File: src/rtl/dsdq_pkg.sv
// Shared types and constants for the depth sorted draw queue.
// Word formats, camera registers, queued operations and control codes.
// No dependencies.
package dsdq_pkg;

   localparam int QUEUE_DEPTH_DEF = 32;
   localparam int FIFO_DEPTH_DEF  = 4;

   localparam int POS_W   = 32;
   localparam int DIR_W   = 16;
   localparam int DIFF_W  = 33;
   localparam int PROD_W  = 49;
   localparam int KEY_W   = 51;
   localparam int HANDLE_W = 16;
   localparam int CSR_IDX_W = 3;

   localparam logic [CSR_IDX_W-1:0] CSR_CAM_POS_X = 3'd0;
   localparam logic [CSR_IDX_W-1:0] CSR_CAM_POS_Y = 3'd1;
   localparam logic [CSR_IDX_W-1:0] CSR_CAM_POS_Z = 3'd2;
   localparam logic [CSR_IDX_W-1:0] CSR_CAM_DIR_X = 3'd3;
   localparam logic [CSR_IDX_W-1:0] CSR_CAM_DIR_Y = 3'd4;
   localparam logic [CSR_IDX_W-1:0] CSR_CAM_DIR_Z = 3'd5;

   localparam logic signed [DIR_W-1:0] CAM_DIR_Z_RESET = 16'sd16384;

   localparam logic [1:0] STATUS_IMMEDIATE = 2'd0;
   localparam logic [1:0] STATUS_SORTED    = 2'd1;
   localparam logic [1:0] STATUS_DROPPED   = 2'd2;
   localparam logic [1:0] STATUS_EMPTY     = 2'd3;

   localparam logic CMD_SUBMIT = 1'b0;
   localparam logic CMD_DRAIN  = 1'b1;

   typedef struct packed {
      logic                    cmd;
      logic signed [POS_W-1:0] pos_x;
      logic signed [POS_W-1:0] pos_y;
      logic signed [POS_W-1:0] pos_z;
      logic [HANDLE_W-1:0]     item_handle;
      logic                    has_alpha;
      logic                    use_camera_pos;
      logic                    visible;
      logic                    offscreen;
      logic                    resources_present;
   } req_word_type;

   typedef struct packed {
      logic [HANDLE_W-1:0] draw_handle;
      logic [1:0]          status;
      logic                last;
   } rsp_word_type;

   typedef struct packed {
      logic signed [POS_W-1:0] pos_x;
      logic signed [POS_W-1:0] pos_y;
      logic signed [POS_W-1:0] pos_z;
      logic signed [DIR_W-1:0] dir_x;
      logic signed [DIR_W-1:0] dir_y;
      logic signed [DIR_W-1:0] dir_z;
   } cam_type;

   typedef enum logic [1:0] {
      OP_OPAQUE,
      OP_INSERT,
      OP_DRAIN
   } op_kind_type;

   typedef struct packed {
      op_kind_type             kind;
      logic [HANDLE_W-1:0]     handle;
      logic signed [KEY_W-1:0] key;
   } op_type;

   typedef enum logic {
      ST_RUN,
      ST_DRAIN
   } state_type;

endpackage

File: src/rtl/dsdq_fifo.sv
// Short operation queue between the front end and the sort engine.
// Register array with read and write pointers. Uses dsdq_pkg.
module dsdq_fifo #(
   parameter int FIFO_DEPTH = dsdq_pkg::FIFO_DEPTH_DEF
) (
   input  logic             clock,
   input  logic             reset,
   input  logic             push,
   input  dsdq_pkg::op_type push_op,
   output logic             push_ready,
   input  logic             pop,
   output logic             pop_valid,
   output dsdq_pkg::op_type pop_op
);

   localparam int PTR_W = (FIFO_DEPTH > 1) ? $clog2(FIFO_DEPTH) : 1;
   localparam int CNT_W = $clog2(FIFO_DEPTH + 1);

   dsdq_pkg::op_type   mem_ff [FIFO_DEPTH];
   logic [PTR_W-1:0]   wr_ff, wr_in, rd_ff, rd_in;
   logic [CNT_W-1:0]   cnt_ff, cnt_in;

   assign push_ready = cnt_ff != CNT_W'(FIFO_DEPTH);
   assign pop_valid  = cnt_ff != '0;
   assign pop_op     = mem_ff[rd_ff];

   always_comb begin
      wr_in  = wr_ff;
      rd_in  = rd_ff;
      cnt_in = cnt_ff;
      if (push) begin
         wr_in = (wr_ff == PTR_W'(FIFO_DEPTH - 1)) ? '0 : wr_ff + 1'b1;
      end
      if (pop) begin
         rd_in = (rd_ff == PTR_W'(FIFO_DEPTH - 1)) ? '0 : rd_ff + 1'b1;
      end
      if (push && !pop) begin
         cnt_in = cnt_ff + 1'b1;
      end else if (pop && !push) begin
         cnt_in = cnt_ff - 1'b1;
      end
   end

   always_ff @(posedge clock) begin
      if (reset) begin
         wr_ff  <= '0;
         rd_ff  <= '0;
         cnt_ff <= '0;
      end else begin
         wr_ff  <= wr_in;
         rd_ff  <= rd_in;
         cnt_ff <= cnt_in;
      end
   end

   always_ff @(posedge clock) begin
      if (push) begin
         mem_ff[wr_ff] <= push_op;
      end
   end

endmodule

File: config.mk
export PLATFORM = sky130hd
export DESIGN_NAME = dsdq_fifo
export DESIGN_NICKNAME = d
export VERILOG_FILES = /design/src/rtl/dsdq_pkg.sv /design/src/rtl/dsdq_fifo.sv
export SDC_FILE = /design/constraint.sdc
export NUM_CORES = 1
export LEC_CHECK = 0
export BUFFER_PORTS_ARGS = -buffer_cell sky130_fd_sc_hd__buf_2
export CAP_MARGIN = 20
export CORE_ASPECT_RATIO = 1.2
export CORE_MARGIN = 2
export CORE_UTILIZATION = 61
export CTS_CLUSTER_DIAMETER = 150
export CTS_CLUSTER_SIZE = 30
export DETAILED_ROUTE_END_ITERATION = 10
export PLACE_DENSITY = 0.85
export SLEW_MARGIN = 20
export SYNTH_ARGS = -nofsm -noshare
export SYNTH_HDL_FRONTEND = slang
export SYNTH_SLANG_ARGS = --single-unit
File: constraint.sdc
create_clock -name clock -period 5.2 [get_ports clock]
set_input_delay 0.26 -clock clock [delete_from_list [all_inputs] [get_ports clock]]
set_output_delay 0.26 -clock clock [all_outputs]
set_load 0.005 [all_outputs]
Yosys cells after proc, flatten, opt, wreduce, memory -nomap -nowiden
Memory sizes are Yosys's and may differ from the RTL's. A register that Yosys moved wholly into a read port is not among the register bits.
Index checks and enable logic that the tools add are counted.
Word-level totals
  memories: 1
  bits in registers: 7
  output and inout port bits: 71
  input port bits: 73
  RAM bits: 276
Operators by class
  equal/unequal tests: 3
  $add $sub $neg: 4
  reduce and logical (&&, ||, !) cells: 6
  muxes and demuxes: 8
Memory list
  mem_ff: depth 4, width 69, rd ports 1, clocked after memory_dff 1, write ports 1, line dsdq_fifo.sv:19  | dsdq_pkg::op_type mem_ff [FIFO_DEPTH];
Operators by type and width (number)
  2-bit 2-to-1 mux: 4
  3-bit 2-to-1 mux: 2
  2-bit by 1-bit adder with 2-bit output, second input constant: 2
  2-bit equality test, second input constant: 2
  3-bit by 1-bit adder with 3-bit output, second input constant: 1
  3-bit != test, second input constant: 1
  3-bit nonzero test: 1
  3-bit by 1-bit subtractor with 3-bit output, second input constant: 1
  1-bit logical AND: 2
  1-bit zero test: 2
  1-bit 2-to-1 mux: 2
  2-bit nonzero test: 1

Depth between registers and ports, before layout
Gate-level depths: netlist of the first run.
  depth after elaboration: 4
  depth in mapped cells: 7
  mapped depth without buffers: 7

Worst setup path before layout of the first run
Ideal clock, no wire load.
  kind: register to register
  start: register wr_ff[0]
  end: memory mem_ff[3][0] (netlist bit) (enable)
  library setup time: 0.434 ns
  arrival time: 2.166 ns
  clock period less this slack: 2.600 ns
  buffers on the path: 0
  cell stages (with the launch flop): 3
  slack: 2.600 ns
  cells stage by stage: dfxtp_1 > ha_1 > and2_1
RTL lines
  from (decl): line dsdq_fifo.sv:20  | logic [PTR_W-1:0] wr_ff, wr_in, rd_ff, rd_in;
  from (signal assigned): line dsdq_fifo.sv:50  | wr_ff <= wr_in;
  to (decl): line dsdq_fifo.sv:19
Straight into the memory's write port.

==> flow_metrics.py, run 1 <==
metrics = {
    "critical_path": {
        "slowest_delay_ns": 0.95,
        "start_kind": "flip-flop",
        "cp_num_buf_inv": 2,
        "critical_path_arrival_ns": 2.75,
        "cp_slowest_cell": "dfxtp_4",
        "cp-end-kind": "output pin",
        "path_max_fanout": 45,
        "endpoint": "pop_op[27]",
        "worstSetupPathDepth": 3,
        "reg2reg_depth": 2,
        "rrSetupSlack_ns": 3.36,
        "critical_path.reg2reg.startpoint": "wr_ff[0]",
        "worstSetupPathType": "reg2out",
        "critPathRequiredTime_ns": 4.94,
        "r2r_end": "mem_ff[3][41]",
        "crit_chain": "buf_4 -> mux4_2 -> buf_2",
        "critPathTopFamily": "flip-flops",
    },
    "floorplanning": {
        "core_um2": 16800,
        "die_w_um": 123,
        "die_h_um": 147,
        "start_util_pct": 62.0,
        "die-area_um2": 18100,
        "rows": 52,
        "ios": 144,
    },
    "clock_tree": {
        "cts_htree_levels": 1,
        "path_clk_slew_ns": 0.10,
        "root_buffer": "clkbuf_16",
        "cts_buffer_depth": 3,
        "clk_latency_ns": 0.48,
        "clkSinkCount": 285,
        "numCtsBuffers": 13,
        "ctsHoldBuffers": 61,
        "post_cts_resized": 0,
        "cts_tree": "done",
        "cts_setup_buffers": 0,
    },
    "route": {
        "drc_errors": 0,
        "dr.first_iter.drc_count": 345,
        "ant_nets": 0,
        "drt-wirelength-per-cell_um": 21.9,
        "vias": 4813,
        "via_per_inst": 5.78,
        "firstDrtPassIters": 4,
        "drt-total-wl_um": 18200,
    },
    "synthesis": {
        "synth.distinct_cells": 20,
        "synth_area_per_cell_um2": 25.6,
        "syn-num-nets": 486,
        "syn_inst": 406,
        "synth_common_cells": "edfxtp_1 (276), mux4_2 (69), dfxtp_1 (9)",
        "synth-main-ff-cell": "edfxtp_1",
        "synthAdderAreaFrac_pct": 0.914,
        "muxShareOfSynthArea_pct": 15.3,
        "synth_top_family_by_area": "multiplexers",
        "synthArstFlopShare_pct": 0,
        "syn_area_um2": 10400,
        "yosys.area.top_type": "edfxtp_1",
        "synth-seq-area-share_pct": 81.4,
        "synth_seq_cells": 285,
        "yosysTopAreaCellShare_pct": 79.6,
        "synthMostInstantiatedCell": "edfxtp_1",
        "yosys-top-cells-area": "edfxtp_1 (80%), mux4_2 (15%), dfxtp_1 (1.7%)",
        "synthXorXnorAreaFrac_pct": 0.168,
        "synth-warning-count": 0,
        "synth-simple-area-share_pct": 0.757,
        "synth_edf_count": 276,
        "synth_compound_area_share_pct": 0.144,
    },
    "sta": {
        "maxSlewHeadroom_pct": 30.3,
        "finalHoldWorstSlack_ns": 0.0144,
        "tightest_slew_ns": 1.05,
        "final_max_slew_viol_count": 0,
        "rsz0062_at_grt": "false",
        "finalSetupViolations": 0,
        "final_hold_viol_count": 0,
        "fin_setup_tns_ns": 0,
        "fmax_mhz": 332,
        "period_share_pct": 57.9,
        "skew_ns": 0.0154,
        "min_period_ns": 3.01,
    },
    "run": {
        "cap_violations": 0,
    },
    "worst_hold_path": {
        "hold_class": "in2reg",
    },
    "grt": {
        "grt_max_degree": 70,
        "grt_use_total_pct": 20.7,
        "grt_pass1_vias": 5119,
        "grt_pass1_wl_um": 28200,
        "overflow": 0,
        "antenna_found_initial": 0,
    },
    "placed_design": {
        "gp_congestion": 0.701,
        "hpwl_um": 10400,
        "port_buffers": 143,
    },
    "power": {
        "ir_drop_v": 0.000381,
        "p_per_area_nw_per_um2": 341,
        "power.leakage_nw": 4.14,
    },
    "finish": {
        "finalNetCount": 693,
        "n_fill_cell": 988,
        "antenna_cells": 0,
        "multiInputGateArea_um2": 1810,
        "post-route-util_pct": 73.2,
        "drive_gt1_share_pct": 37.8,
        "seq_area_um2": 8480,
        "area_growth_pct": 18.1,
    },
    "status": {
        "outcome": "finished, final reports clean",
    },
}
## worst min path at each step
stage	cells past startpoint	endpoint	slack, ns	from
after global routing	1	mem_ff[3][56]	0.002	push_op[56]
final	1	mem_ff[3][63]	0.01	push_op[63]
after global placement	1	mem_ff[0][33]	0.47	push_op[33]
after floorplan	1	cnt_ff[2]	0.33	reset
after CTS	1	mem_ff[3][46]	0.001	push_op[46]
after detailed placement	1	mem_ff[1][10]	0.47	push_op[10]
## cells by family (layout without fill, tap and decap cells)
group / Yosys count / in the layout
compound gates: 3 / 3
buf+inv: 20 / 230
xor+xnor: 2 / 2
mux: 73 / 73
simple gates: 16 / 16
flops: 285 / 285
fa+ha+maj: 7 / 7
## area by class of cell
cell class | instances | share of cell area, %
Clock buffer | 17 | 2.77
Inverter | 4 | 0.122
Multi-Input combinational cell | 101 | 14.7
Tap cell | 216 | 2.20
Sequential cell | 285 | 69.0
Timing Repair Buffer | 208 | 11.1
Clock inverter | 1 | 0.132
## registers in the layout, indices dropped and copies added, names as in the netlist, named ones only
signal  flops
mem_ff    276
cnt_ff      3
rd_ff       2
wr_ff       2
## layout by cell type, fill, tap and decap left out, drive strengths merged
cell	count
nand2	1
fa	1
or3	2
nor2	8
nor3b	1
mux2i	4
dlygate4sd3	64
xor2	2
ha	6
inv	5
and2	4
dfxtp	9
edfxtp	276
mux4	69
buf	144
clkbuf	17
a21oi	2
o21ai	1
## stage by stage
stage               power [W]  cell area (um^2)  setup slack [ns]  cells
detailed placement    0.00310             11300              2.57    750
global route          0.00434             12300              1.96    832
CTS                   0.00422             12300              2.07    829
finish                0.00419             12300              2.19    832
floorplan             0.00293             10400              2.60    406
global placement      0.00308             11300              2.61    750
## routing by layer
metal / wire length (um) / GRT usage, % / vias to the layer above / share of wire [%]
li1: - / - / 2121 / -
met1: 7090 / 27.7 / 2509 / 39
met2: 9710 / 35.5 / 148 / 53
met3: 845 / 2.76 / 35 / 4.6
met4: 552 / 6.76 / 0 / 3.0
met5: 0 / 0 / - / 0
## power breakdown
part | total [W] | internal [W] | switching (W) | leakage, nW
clock network | 0.00111 | 0.000474 | 0.000638 | 0.172
logic | 0.000392 | 0.000217 | 0.000176 | 1.36
registers | 0.00269 | 0.00263 | 0.0000594 | 2.61
(Power assumes the default switching activity.)
==> run 2, diff against run 1 <==
--- a/config.mk
+++ b/config.mk
@@ -9,11 +9,11 @@
 export CAP_MARGIN = 20
 export CORE_ASPECT_RATIO = 1.2
 export CORE_MARGIN = 2
-export CORE_UTILIZATION = 61
+export CORE_UTILIZATION = 57
 export CTS_CLUSTER_DIAMETER = 150
 export CTS_CLUSTER_SIZE = 30
 export DETAILED_ROUTE_END_ITERATION = 10
-export PLACE_DENSITY = 0.85
+export PLACE_DENSITY = 0.8
 export SLEW_MARGIN = 20
 export SYNTH_ARGS = -nofsm -noshare
 export SYNTH_HDL_FRONTEND = slang
==> constraint.sdc (replaced) <==
create_clock -name clock -period 3.1 [get_ports clock]
set_input_delay 0.155 -clock clock [delete_from_list [all_inputs] [get_ports clock]]
set_output_delay 0.155 -clock clock [all_outputs]
set_load 0.005 [all_outputs]
==> run 2 against run 1 <==
Effect of this change: register-to-register slack worse by 2.1 ns; highest routed layer unchanged; critical path type unchanged; design area is 1.5% higher; sequential cell count stayed put; utilization is 4.1 points lower; die area is 6.8% higher.
==> flow_metrics.py, run 2 (synthesis results as in run 1) <==
metrics = {
    "sta": {
        "rsz0062_at_grt": "false",
        "fmax_mhz": 402,
        "final_max_slew_viol_count": 0,
        "final_hold_viol_count": 0,
        "min_period_ns": 2.49,
        "setup_ws_ns": 0.613,
        "finalSetupViolations": 0,
        "maxSlewHeadroom_pct": 33.3,
        "skew_ns": 0.0146,
        "fin_setup_tns_ns": 0,
        "finalHoldWorstSlack_ns": 0.0312,
        "tightest_slew_ns": 1.00,
        "period_share_pct": 80.2,
    },
    "status": {
        "outcome": "finished, final reports clean",
    },
    "finish": {
        "drive_gt1_share_pct": 37.8,
        "layout_commonest_cell": "edfxtp_1",
        "area_growth_pct": 19.9,
        "largest_reg_flops": 276,
        "finalNonFillerCells": 855,
        "top_register": "mem_ff",
        "finalNetCount": 704,
        "top_regs": "mem_ff x276, cnt_ff x3",
        "n_fill_cell": 1119,
        "final_cell_mix": "edfxtp_1 (276), buf_2 (143), dlygate4sd3_1 (70)",
    },
    "grt": {
        "grtUsageMet3_pct": 2.61,
        "grt_use_total_pct": 19.2,
        "overflow": 0,
        "met2_usage_pct": 33.1,
        "grt_max_degree": 70,
        "antenna_found_initial": 1,
        "grt_pass1_wl_um": 28700,
        "grtUsageMet1_pct": 26.2,
        "grt_pass1_vias": 5250,
        "grt_busiest_layer": "met2",
    },
    "critical_path": {
        "cp_slowest_cell": "dfxtp_4",
        "start_kind": "flip-flop",
        "path_max_fanout": 25,
        "critPathRequiredTime_ns": 2.94,
        "cp_num_buf_inv": 2,
        "slowest_delay_ns": 0.69,
        "cp-end-kind": "output pin",
        "crit_chain": "buf_4 -> mux4_2 -> buf_2",
        "critPathTopFamily": "flip-flops",
        "critical_path_arrival_ns": 2.33,
        "worstSetupPathType": "reg2out",
    },
    "clock_tree": {
        "cts_tree": "done",
        "cts_htree_levels": 1,
        "numCtsBuffers": 13,
        "clk_latency_ns": 0.47,
        "cts_setup_buffers": 0,
        "ctsHoldBuffers": 70,
        "path_clk_slew_ns": 0.11,
        "cts_buffer_depth": 3,
        "post_cts_resized": 0,
        "root_buffer": "clkbuf_16",
        "clkSinkCount": 285,
    },
    "route": {
        "dr.first_iter.drc_count": 381,
        "drt-wirelength-per-cell_um": 21.3,
        "firstDrtPassIters": 5,
        "vias": 4815,
        "ant_nets": 0,
        "drc_errors": 0,
        "via_per_inst": 5.63,
        "drt-total-wl_um": 18200,
    },
    "run": {
        "cap_violations": 0,
    },
    "placed_design": {
        "place_inst": 763,
        "hpwl_um": 10900,
        "dp_slack_ns": 1.06,
        "port_buffers": 143,
        "gp_congestion": 0.699,
    },
    "power": {
        "p_per_area_nw_per_um2": 566,
        "ir_drop_v": 0.000478,
        "p_total_w": 0.00707,
        "power.leakage_nw": 4.21,
    },
    "worst_hold_path": {
        "hold_class": "in2reg",
    },
    "floorplanning": {
        "core_um2": 18000,
        "die_h_um": 152,
        "start_util_pct": 57.7,
        "die-area_um2": 19400,
        "rows": 54,
        "die_w_um": 127,
        "ios": 144,
    },
}
## run 2: cell count changes in the layout (fill, tap and decap cells not counted)
cell / delta
diode_2: +1
clkbuf_1: +3
buf_12: +5
dlygate4sd3_1: +6
## run 2: layer usage
layer,part of all wire (%),up-vias
li1,-,2158
met1,41,2504
met2,52,127
met3,4.2,26
met4,2.1,0
met5,0,-
## run 2: power breakdown
part / internal (W) / switching [W] / leakage (nW)
Sequential: 0.00440 / 0.0000856 / 2.61
Clock: 0.000810 / 0.00107 / 0.176
Combinational: 0.000383 / 0.000315 / 1.42
## run 2: through the flow
step | cell area [um^2] | utilization, %
detailed placement | 11400 | 63.2
floorplan | 10400 | -
CTS | 12500 | 69.1
finish | 12500 | 69.2
global route | 12500 | 69.2
global placement | 11400 | 63.2
## run 2: final cells by class
type / instances / area, um^2 / area share [%]
Sequential cell: 285 / 8480 / 67.9
Multi-Input combinational cell: 101 / 1810 / 14.5
Tap cell: 224 / 280 / 2.25
Inverter: 4 / 15.0 / 0.120
Timing Repair Buffer: 219 / 1520 / 12.2
Antenna cell: 1 / 2.50 / 0.0201
Clock buffer: 20 / 352 / 2.82
Clock inverter: 1 / 16.3 / 0.130
## run 2: path summary, 6_finish.rpt
check | to | startpoint | slack [ns] | depth (start not counted)
worst max register to register | mem_ff[3][65] | wr_ff[0] | 1.26 | 3
worst max-delay path | pop_op[30] | flip-flop | 0.61 | 3
worst min-delay path | rd_ff[1] | pop | 0.03 | 3
worst min register to register | cnt_ff[2] | cnt_ff[2] | 0.53 | 2
## run 2: worst register-to-register path, delay by kind of cell, from the launching register on
family	cells	cell delay, ns
simple gates	1	0.59
buf+inv	1	0.33
flops	1	0.41
fa+ha+maj	1	0.20
